### config.mk
export PLATFORM = sky130hd
export DESIGN_NAME = first_fit_block_map_allocator
export DESIGN_NICKNAME = d
export VERILOG_FILES = /design/src/hw/rtl/ffba_pkg.sv /design/src/hw/rtl/first_fit_block_map_allocator.sv
export SDC_FILE = /design/constraint.sdc
export NUM_CORES = 2
export LEC_CHECK = 0
export BUFFER_PORTS_ARGS = -buffer_cell sky130_fd_sc_hd__buf_4
export CAP_MARGIN = 10
export CORE_MARGIN = 5
export CORE_UTILIZATION = 40
export DETAILED_ROUTE_END_ITERATION = 8
export SLEW_MARGIN = 20
export SYNTH_ARGS = -nofsm -noshare
export SYNTH_HDL_FRONTEND = slang
export SYNTH_SLANG_ARGS = --single-unit
### constraint.sdc
create_clock -name clk -period 14 [get_ports clk]
set_clock_uncertainty 0.05 [all_clocks]
set_input_delay 1.4 -clock clk [delete_from_list [all_inputs] [get_ports clk]]
set_output_delay 1.4 -clock clk [all_outputs]
set_load 0.01 [all_outputs]
### src/hw/rtl/ffba_pkg.sv
// shared constants, tag type and request codes of the first-fit block map allocator
`default_nettype none

package ffba_pkg;

    localparam int NUM_BLOCKS  = 256;
    localparam int BLOCK_BYTES = 1024;

    localparam int BLK_W       = $clog2(NUM_BLOCKS);
    localparam int LEN_W       = BLK_W + 1;
    localparam int BLOCK_SHIFT = $clog2(BLOCK_BYTES);
    localparam int BYTE_W      = 19;
    localparam int NEED_W      = BYTE_W + 1 - BLOCK_SHIFT;
    localparam int END_W       = NEED_W + 1;
    localparam int OFFSET_W    = 18;
    localparam int ENTRY_W     = 8;
    localparam int KIND_W      = 2;

    localparam int IN_DATA_W   = 40;
    localparam int OUT_DATA_W  = 56;

    localparam logic REQ_PLACE = 1'b0;
    localparam logic REQ_READ  = 1'b1;

    localparam logic [KIND_W-1:0] KIND_UNUSED = 2'd0;
    localparam logic [KIND_W-1:0] KIND_DIR    = 2'd1;
    localparam logic [KIND_W-1:0] KIND_ENTRY  = 2'd2;

    typedef struct packed {
        logic [ENTRY_W-1:0] entry;
        logic [KIND_W-1:0]  kind;
    } tag_t;

    localparam tag_t TAG_UNUSED = '{entry: '0, kind: KIND_UNUSED};
    localparam tag_t TAG_DIR    = '{entry: '0, kind: KIND_DIR};

endpackage

`default_nettype wire

### src/hw/rtl/first_fit_block_map_allocator.sv
// first-fit contiguous block allocator over a block map held in one memory
//
//  channel  | dir | handshake                  | payload
//  ---------+-----+----------------------------+------------------------------------------
//  s_*      | in  | s_tvalid / s_tready        | tuser req_type, tdata request fields
//  m_*      | out | m_tvalid / m_tready        | tdata result fields
//
//  a read request passes ST_READ, which fills the result fields, then ST_FIN, which
//  loads the output register; a place request passes ST_SCAN and ST_DECIDE and, if a
//  run fits, ST_WRITE: the single read port of the tag memory walks the map once to
//  find the run and once more to free the old blocks and tag the new run
//  no clearing pass after reset: used_length acts as fill count (blocks at or past it
//  read unused) and a flag makes block 0 read as directory until it is first written
//  a new item is taken only in idle; a finished result waits in the output register
//  while the next item is accepted, and a stalled m_tready holds the block before idle
`default_nettype none

module first_fit_block_map_allocator
(
    input  wire logic                            clk,
    input  wire logic                            rst_n,

    input  wire logic                            s_tvalid,
    output logic                                 s_tready,
    // [0] req_type
    input  wire logic                            s_tuser,
    // [0] owner_is_directory, [8:1] entry_index, [27:9] byte_count, [35:28] block_index
    input  wire logic [ffba_pkg::IN_DATA_W-1:0]  s_tdata,

    output logic                                 m_tvalid,
    input  wire logic                            m_tready,
    // [7:0] start_block, [25:8] byte_offset, [34:26] block_count, [35] no_space,
    // [37:36] owner_kind, [45:38] owner_entry, [54:46] map_length
    output logic [ffba_pkg::OUT_DATA_W-1:0]      m_tdata
);
    import ffba_pkg::*;

    // sequencer states
    localparam logic [2:0] ST_IDLE   = 3'd0;
    localparam logic [2:0] ST_READ   = 3'd1;
    localparam logic [2:0] ST_SCAN   = 3'd2;
    localparam logic [2:0] ST_DECIDE = 3'd3;
    localparam logic [2:0] ST_WRITE  = 3'd4;
    localparam logic [2:0] ST_FIN    = 3'd5;

    // request fields
    logic              in_req;
    logic              in_is_dir;
    logic [ENTRY_W-1:0] in_entry;
    logic [BYTE_W-1:0] in_bytes;
    logic [BLK_W-1:0]  in_block;

    assign in_req    = s_tuser;
    assign in_is_dir = s_tdata[0];
    assign in_entry  = s_tdata[8:1];
    assign in_bytes  = s_tdata[27:9];
    assign in_block  = s_tdata[35:28];

    // control state
    logic [2:0]       state_reg, state_next;
    logic [LEN_W-1:0] used_length_reg, used_length_next;
    logic             blk0_wr_reg, blk0_wr_next;
    logic             out_valid_reg, out_valid_next;

    // datapath state
    logic [BLK_W-1:0]      idx_reg, idx_next;
    tag_t                  owner_reg, owner_next;
    logic [NEED_W-1:0]     need_reg, need_next;
    logic [LEN_W-1:0]      so_far_reg, so_far_next;
    logic [LEN_W-1:0]      pos_reg, pos_next;
    logic [BLK_W-1:0]      start_reg, start_next;
    logic [LEN_W-1:0]      end_reg, end_next;
    logic [LEN_W-1:0]      wlim_reg, wlim_next;
    logic [BLK_W-1:0]      res_start_reg, res_start_next;
    logic [OFFSET_W-1:0]   res_offset_reg, res_offset_next;
    logic [LEN_W-1:0]      res_count_reg, res_count_next;
    logic                  res_nospace_reg, res_nospace_next;
    logic [KIND_W-1:0]     res_kind_reg, res_kind_next;
    logic [ENTRY_W-1:0]    res_entry_reg, res_entry_next;
    logic [LEN_W-1:0]      res_len_reg, res_len_next;
    logic [OUT_DATA_W-1:0] out_data_reg, out_data_next;

    // tag memory: one read and one write port, registered read
    tag_t             tag_mem [0:NUM_BLOCKS-1];
    tag_t             rd_data_reg;
    logic [BLK_W-1:0] mem_raddr;
    logic             mem_we;
    logic [BLK_W-1:0] mem_waddr;
    tag_t             mem_wdata;

    // tag seen at idx_reg after fill-count and block 0 override
    tag_t              eff_tag;
    logic              is_free;
    logic [LEN_W-1:0]  so_far_inc;
    logic [LEN_W-1:0]  idx_plus1;
    logic [LEN_W-1:0]  start_w;
    logic [END_W-1:0]  end_w;
    logic [NEED_W+BLOCK_SHIFT-1:0] bytes_up;
    logic              in_run;

    assign idx_plus1 = {1'b0, idx_reg} + LEN_W'(1);

    always_comb
    begin
        if (idx_reg == '0 && !blk0_wr_reg)
        begin
            eff_tag = TAG_DIR;
        end
        else if ({1'b0, idx_reg} >= used_length_reg)
        begin
            eff_tag = TAG_UNUSED;
        end
        else
        begin
            eff_tag = rd_data_reg;
        end
    end

    assign is_free    = (eff_tag.kind == KIND_UNUSED) || (eff_tag == owner_reg);
    assign so_far_inc = is_free ? so_far_reg + LEN_W'(1) : '0;
    assign start_w    = pos_reg - so_far_reg;
    assign end_w      = END_W'(start_w) + END_W'(need_reg);
    assign bytes_up   = (NEED_W+BLOCK_SHIFT)'(in_bytes) + (NEED_W+BLOCK_SHIFT)'(BLOCK_BYTES - 1);
    assign in_run     = ({1'b0, idx_reg} >= {1'b0, start_reg}) && ({1'b0, idx_reg} < end_reg);

    assign s_tready = (state_reg == ST_IDLE);
    assign m_tvalid = out_valid_reg;
    assign m_tdata  = out_data_reg;

    always_comb
    begin
        state_next       = state_reg;
        used_length_next = used_length_reg;
        blk0_wr_next     = blk0_wr_reg;
        out_valid_next   = out_valid_reg && !m_tready;
        owner_next       = owner_reg;
        need_next        = need_reg;
        so_far_next      = so_far_reg;
        pos_next         = pos_reg;
        start_next       = start_reg;
        end_next         = end_reg;
        wlim_next        = wlim_reg;
        res_start_next   = res_start_reg;
        res_offset_next  = res_offset_reg;
        res_count_next   = res_count_reg;
        res_nospace_next = res_nospace_reg;
        res_kind_next    = res_kind_reg;
        res_entry_next   = res_entry_reg;
        res_len_next     = res_len_reg;
        out_data_next    = out_data_reg;
        mem_raddr        = idx_plus1[BLK_W-1:0];
        mem_we           = 1'b0;
        mem_waddr        = idx_reg;
        mem_wdata        = TAG_UNUSED;

        unique case (state_reg)
            ST_IDLE:
            begin
                if (s_tvalid)
                begin
                    if (in_req == REQ_READ)
                    begin
                        mem_raddr  = in_block;
                        state_next = ST_READ;
                    end
                    else
                    begin
                        // entry numbers fill the whole field, so no wrap is needed
                        owner_next  = in_is_dir ? TAG_DIR
                                                : tag_t'{entry: in_entry, kind: KIND_ENTRY};
                        need_next   = bytes_up[NEED_W+BLOCK_SHIFT-1:BLOCK_SHIFT];
                        so_far_next = '0;
                        mem_raddr   = '0;
                        state_next  = ST_SCAN;
                    end
                end
            end

            ST_READ:
            begin
                res_start_next   = '0;
                res_offset_next  = '0;
                res_count_next   = '0;
                res_nospace_next = 1'b0;
                res_kind_next    = eff_tag.kind;
                res_entry_next   = (eff_tag.kind == KIND_ENTRY) ? eff_tag.entry : '0;
                res_len_next     = used_length_reg;
                state_next       = ST_FIN;
            end

            ST_SCAN:
            begin
                // free run length so far; a run counts blocks the owner already holds
                so_far_next = so_far_inc;
                if ((END_W'(need_reg) <= END_W'(so_far_inc)) || (idx_plus1 == used_length_reg))
                begin
                    pos_next   = idx_plus1;
                    state_next = ST_DECIDE;
                end
            end

            ST_DECIDE:
            begin
                if (end_w > END_W'(NUM_BLOCKS))
                begin
                    res_start_next   = '0;
                    res_offset_next  = '0;
                    res_count_next   = '0;
                    res_nospace_next = 1'b1;
                    res_kind_next    = KIND_UNUSED;
                    res_entry_next   = '0;
                    res_len_next     = used_length_reg;
                    state_next       = ST_FIN;
                end
                else
                begin
                    start_next = start_w[BLK_W-1:0];
                    end_next   = end_w[LEN_W-1:0];
                    wlim_next  = (end_w[LEN_W-1:0] > used_length_reg) ? end_w[LEN_W-1:0]
                                                                        : used_length_reg;
                    res_start_next   = start_w[BLK_W-1:0];
                    res_offset_next  = OFFSET_W'({start_w[BLK_W-1:0], {BLOCK_SHIFT{1'b0}}});
                    res_count_next   = need_reg[LEN_W-1:0];
                    res_nospace_next = 1'b0;
                    res_kind_next    = KIND_UNUSED;
                    res_entry_next   = '0;
                    res_len_next     = wlim_next;
                    mem_raddr        = '0;
                    state_next       = ST_WRITE;
                end
            end

            ST_WRITE:
            begin
                // read-ahead one block, write back the block read last cycle
                if (in_run)
                begin
                    mem_we    = 1'b1;
                    mem_wdata = owner_reg;
                end
                else if (eff_tag == owner_reg)
                begin
                    mem_we    = 1'b1;
                    mem_wdata = TAG_UNUSED;
                end
                if (mem_we && idx_reg == '0)
                begin
                    blk0_wr_next = 1'b1;
                end
                if (idx_plus1 == wlim_reg)
                begin
                    used_length_next = wlim_reg;
                    state_next       = ST_FIN;
                end
            end

            ST_FIN:
            begin
                if (!out_valid_reg || m_tready)
                begin
                    out_data_next  = OUT_DATA_W'({res_len_reg, res_entry_reg, res_kind_reg,
                                                  res_nospace_reg, res_count_reg,
                                                  res_offset_reg, res_start_reg});
                    out_valid_next = 1'b1;
                    state_next     = ST_IDLE;
                end
            end

            default:
            begin
                state_next = ST_IDLE;
            end
        endcase

        idx_next = mem_raddr;
    end

    always_ff @(posedge clk or negedge rst_n)
    begin
        if (!rst_n)
        begin
            state_reg       <= ST_IDLE;
            used_length_reg <= LEN_W'(1);
            blk0_wr_reg     <= 1'b0;
            out_valid_reg   <= 1'b0;
        end
        else
        begin
            state_reg       <= state_next;
            used_length_reg <= used_length_next;
            blk0_wr_reg     <= blk0_wr_next;
            out_valid_reg   <= out_valid_next;
        end
    end

    always_ff @(posedge clk)
    begin
        idx_reg         <= idx_next;
        owner_reg       <= owner_next;
        need_reg        <= need_next;
        so_far_reg      <= so_far_next;
        pos_reg         <= pos_next;
        start_reg       <= start_next;
        end_reg         <= end_next;
        wlim_reg        <= wlim_next;
        res_start_reg   <= res_start_next;
        res_offset_reg  <= res_offset_next;
        res_count_reg   <= res_count_next;
        res_nospace_reg <= res_nospace_next;
        res_kind_reg    <= res_kind_next;
        res_entry_reg   <= res_entry_next;
        res_len_reg     <= res_len_next;
        out_data_reg    <= out_data_next;
    end

    always_ff @(posedge clk)
    begin
        if (mem_we)
        begin
            tag_mem[mem_waddr] <= mem_wdata;
        end
        rd_data_reg <= tag_mem[mem_raddr];
    end

    // map length stays within capacity and never shrinks
    assert property (@(posedge clk) disable iff (!rst_n)
        (used_length_reg != '0) && (used_length_reg <= LEN_W'(NUM_BLOCKS)))
        else $error("map length out of range");

    assert property (@(posedge clk) disable iff (!rst_n)
        1'b1 |=> used_length_reg >= $past(used_length_reg))
        else $error("map length shrank");

    // write-back stays inside the walked part of the map
    assert property (@(posedge clk) disable iff (!rst_n)
        mem_we |-> (state_reg == ST_WRITE) && ({1'b0, idx_reg} < wlim_reg))
        else $error("tag write outside write pass");

    // a refused placement reports no run
    assert property (@(posedge clk) disable iff (!rst_n)
        (m_tvalid && m_tdata[35]) |-> (m_tdata[34:0] == '0))
        else $error("no-space result carries a run");

endmodule

`default_nettype wire
==> impl_metrics.py <==
metrics = {
    "placed_design": {
        "dp_hpwl_um": 232000,
        "io_buffers": 87,
        "dp.cells": 10800,
        "globalplace.congestion": 1.01,
    },
    "detailed_routing": {
        "drt_iter0_markers": 10800,
        "viasPerCell": 6.13,
        "wl_um": 370000,
        "ant_nets": 0,
        "vias": 69300,
        "first_pass_iters": 8,
        "drc": 0,
        "post_drt_wl_per_cell_um": 32.7,
    },
    "timing": {
        "rsz0062_at_grt": "no",
        "finalSetupViolCount": 0,
        "slew-limit-headroom_pct": 14.6,
        "fin_crit_sh_pct": 61.8,
        "drv_slew": 0,
        "fmax_mhz": 116,
        "period_minus_slack_ns": 8.65,
        "worst_hold_slack_ns": 0.276,
        "setup_tns_ns": 0,
        "hold_viol_final": 0,
        "worst-slew-pin-transition_ns": 1.27,
    },
    "worst_setup_path": {
        "arrival_ns": 9.40,
        "slowest_stage": "a2111oi_1",
        "required_ns": 14.74,
        "endpoint_kind": "register",
        "r2r_cells": 21,
        "slowest_delay_ns": 0.85,
        "r2r_setup_slack_ns": 5.35,
        "r2r-start": "so_far_reg[0]",
        "crit-reg2reg-capture": "rd_data_reg[1]",
        "worstSetupPathType": "reg -> reg",
        "path_max_fanout": 25,
        "cp_cell_sequence": "ha_1, inv_1, fa_1, a21o_1, a21oi_1, xnor2_1, ha_1, a21oi_1, o21ai_1, xor2_1, or4_4, o311ai_4, buf_4, a21oi_4, nand2_2, buf_4, o22ai_1, o21ai_0, o2111ai_1, a2111oi_1, nand4_1",
        "start_kind": "register",
    },
    "power": {
        "seq_power_share_pct": 34.2,
        "power_density_nw_per_um2": 225,
        "p_sw_share_pct": 41.4,
        "peakVddDrop_uv": 199,
        "p_leak_nw": 41.6,
        "clock_power_share_pct": 26.2,
        "p_sw_w": 0.0114,
        "internal-power_w": 0.0162,
        "combPwrFrac_pct": 39.6,
    },
    "job": {
        "drv_cap": 0,
    },
    "logic_synthesis": {
        "synthesis.area_um2": 108000,
        "synth_cell_type_count": 88,
        "yosys-top-cells-area": "edfxtp_1 75%, nand2_1 4.1%, mux2i_1 2.5%",
        "ys_warn_count": 0,
        "synth_edf_count": 2698,
        "synth_flop_cell": "edfxtp_1",
        "syn_area_per_cell_um2": 14.7,
        "synth-seq-cells": 2730,
        "syn_inst": 7308,
        "yosysTopAreaCellShare_pct": 75.2,
        "ys_seq_area_share_pct": 75.8,
        "async_reset_ff_share_pct": 0.513,
        "yosysTopAreaCell": "edfxtp_1",
    },
    "floorplanning": {
        "die_area_um2": 280000,
        "dieWidth_um": 529,
        "core_um2": 268000,
        "start_util_pct": 40.2,
        "ios": 103,
        "core.rowCount": 190,
        "die_h_um": 529,
    },
    "layout": {
        "syn2layout_area_growth_pct": 13.9,
        "layout.nets": 7640,
        "drive_above_1_share_pct": 12.4,
        "layoutNonFillerInstCount": 11300,
        "regMostFlops": "tag_mem",
        "final_common_cell": "edfxtp_1",
        "largest_reg_flops": 2560,
        "n_fill_cell": 23300,
        "post-route-util_pct": 45.8,
        "final_cell_mix": "2698 x edfxtp_1, 1185 x nand2_1, 378 x nor2_1",
    },
    "clock_tree": {
        "clock-root-buffer": "clkbuf_16",
        "clkLatencyLatePin_ns": 0.96,
        "cts-htree-levels": 5,
        "ctsResizeCount": 0,
        "clock-sinks": 2730,
        "post-cts-setup-buffers": 0,
        "clockBufferDepth": 4,
        "clk_pin_slew_ns": 0.06,
        "postCtsHoldBufs": 0,
        "cts_tree": "yes",
        "cts_buffers": 296,
    },
    "grt": {
        "first_global_vias": 65000,
        "antenna_found_initial": 37,
        "grt_overflow": 0,
        "grt_pass1_wl_um": 512000,
        "globalRouteTotalUtil_pct": 25.8,
        "grt_start_max_net_pins": 198,
    },
    "worst_hold_path": {
        "hold_class": "in -> async",
    },
    "status": {
        "status": "finished clean",
    },
}
==> layer usage <==
| layer | vias to the layer above | part of all wire [%] | GRT usage, % |
|---|---|---|---|
| met1 | 35200 | 38 | 34.1 |
| met2 | 4636 | 43 | 37.6 |
| met3 | 957 | 13 | 9.17 |
| met4 | 10 | 5.8 | 13.1 |
| li1 | 28500 | - | - |
| met5 | - | 0.032 | 0.208 |
==> power groups by stage <==
stage / Clock (W) / Combinational [W] / Sequential, W
after floorplan: 0 / 0.00557 / 0.00958
after global placement: 0 / 0.0104 / 0.00960
after detailed placement: 0 / 0.0105 / 0.00960
after CTS: 0.00729 / 0.0105 / 0.00943
after global routing: 0.00763 / 0.0112 / 0.00944
final: 0.00724 / 0.0109 / 0.00944
==> critical path: cells and delay by family, from the launching register on <==
family	cells	cell delay (ns)
flip-flops	1	0.49
buffers and inverters	3	1.35
adder cells (fa/ha/maj)	3	0.93
AND/OR/NAND/NOR	3	1.57
AO/OA/AOI/OAI	10	3.53
XOR/XNOR	2	0.45
==> worst max-delay path by stage <==
| stage | slack [ns] | endpoint | from |
|---|---|---|---|
| 4_1_cts | 5.45 | rd_data_reg[7] | so_far_reg[0] |
| 2_1_floorplan | 7.61 | tag_mem[0][2] | idx_reg[1] |
| 3_5_place_dp | 5.47 | rd_data_reg[7] | so_far_reg[0] |
| 6_report | 5.35 | rd_data_reg[1] | so_far_reg[0] |
| 3_3_place_gp | 5.10 | rd_data_reg[7] | so_far_reg[0] |
| 5_1_grt | 5.05 | rd_data_reg[7] | so_far_reg[0] |
==> per-stage QoR <==
stage / cell area, um^2 / total power (W) / setup WS, ns
floorplan: 108000 / 0.0152 / 7.61
global placement: 113000 / 0.0200 / 5.10
detailed placement: 114000 / 0.0201 / 5.47
CTS: 122000 / 0.0272 / 5.45
global route: 123000 / 0.0282 / 5.05
finish: 123000 / 0.0276 / 5.35
==> cell families (layout without fill, tap and decap cells) <==
logic type               after synthesis  in the layout  share of synthesized area [%]
flip-flops                          2730           2730                           75.8
adder cells (fa/ha/maj)               66             66                          0.780
other                                  1             36                        0.00348
AO/OA/AOI/OAI                       1418           1418                           8.90
buffers and inverters                492            904                           1.92
multiplexers                         318            318                           3.34
XOR/XNOR                              56             56                          0.455
AND/OR/NAND/NOR                     2227           2227                           8.76
==> area by class of cell <==
class | count | area [um^2] | share of cell area [%]
diodes | 25 | 62.6 | 0.0510
repair buffers | 341 | 2720 | 2.22
well taps | 3552 | 4440 | 3.62
inverters | 64 | 254 | 0.207
clock buffers | 368 | 7830 | 6.38
multi-input cells | 4096 | 24800 | 20.2
clock inverters | 131 | 913 | 0.744
flip-flops and latches | 2730 | 81700 | 66.6
==> cells in the mapped netlist (all sizes together) (61+ instances only) <==
cell type	n
a21oi	296
a22o	61
a22oi	225
a31oi	157
and3	64
buf	195
clkbuf	233
edfxtp	2698
ha	64
inv	63
mux2i	267
nand2	1188
nand3	280
nor2	476
o21ai	170
o22ai	152
Note: power is estimated with default switching activity, not from simulation.
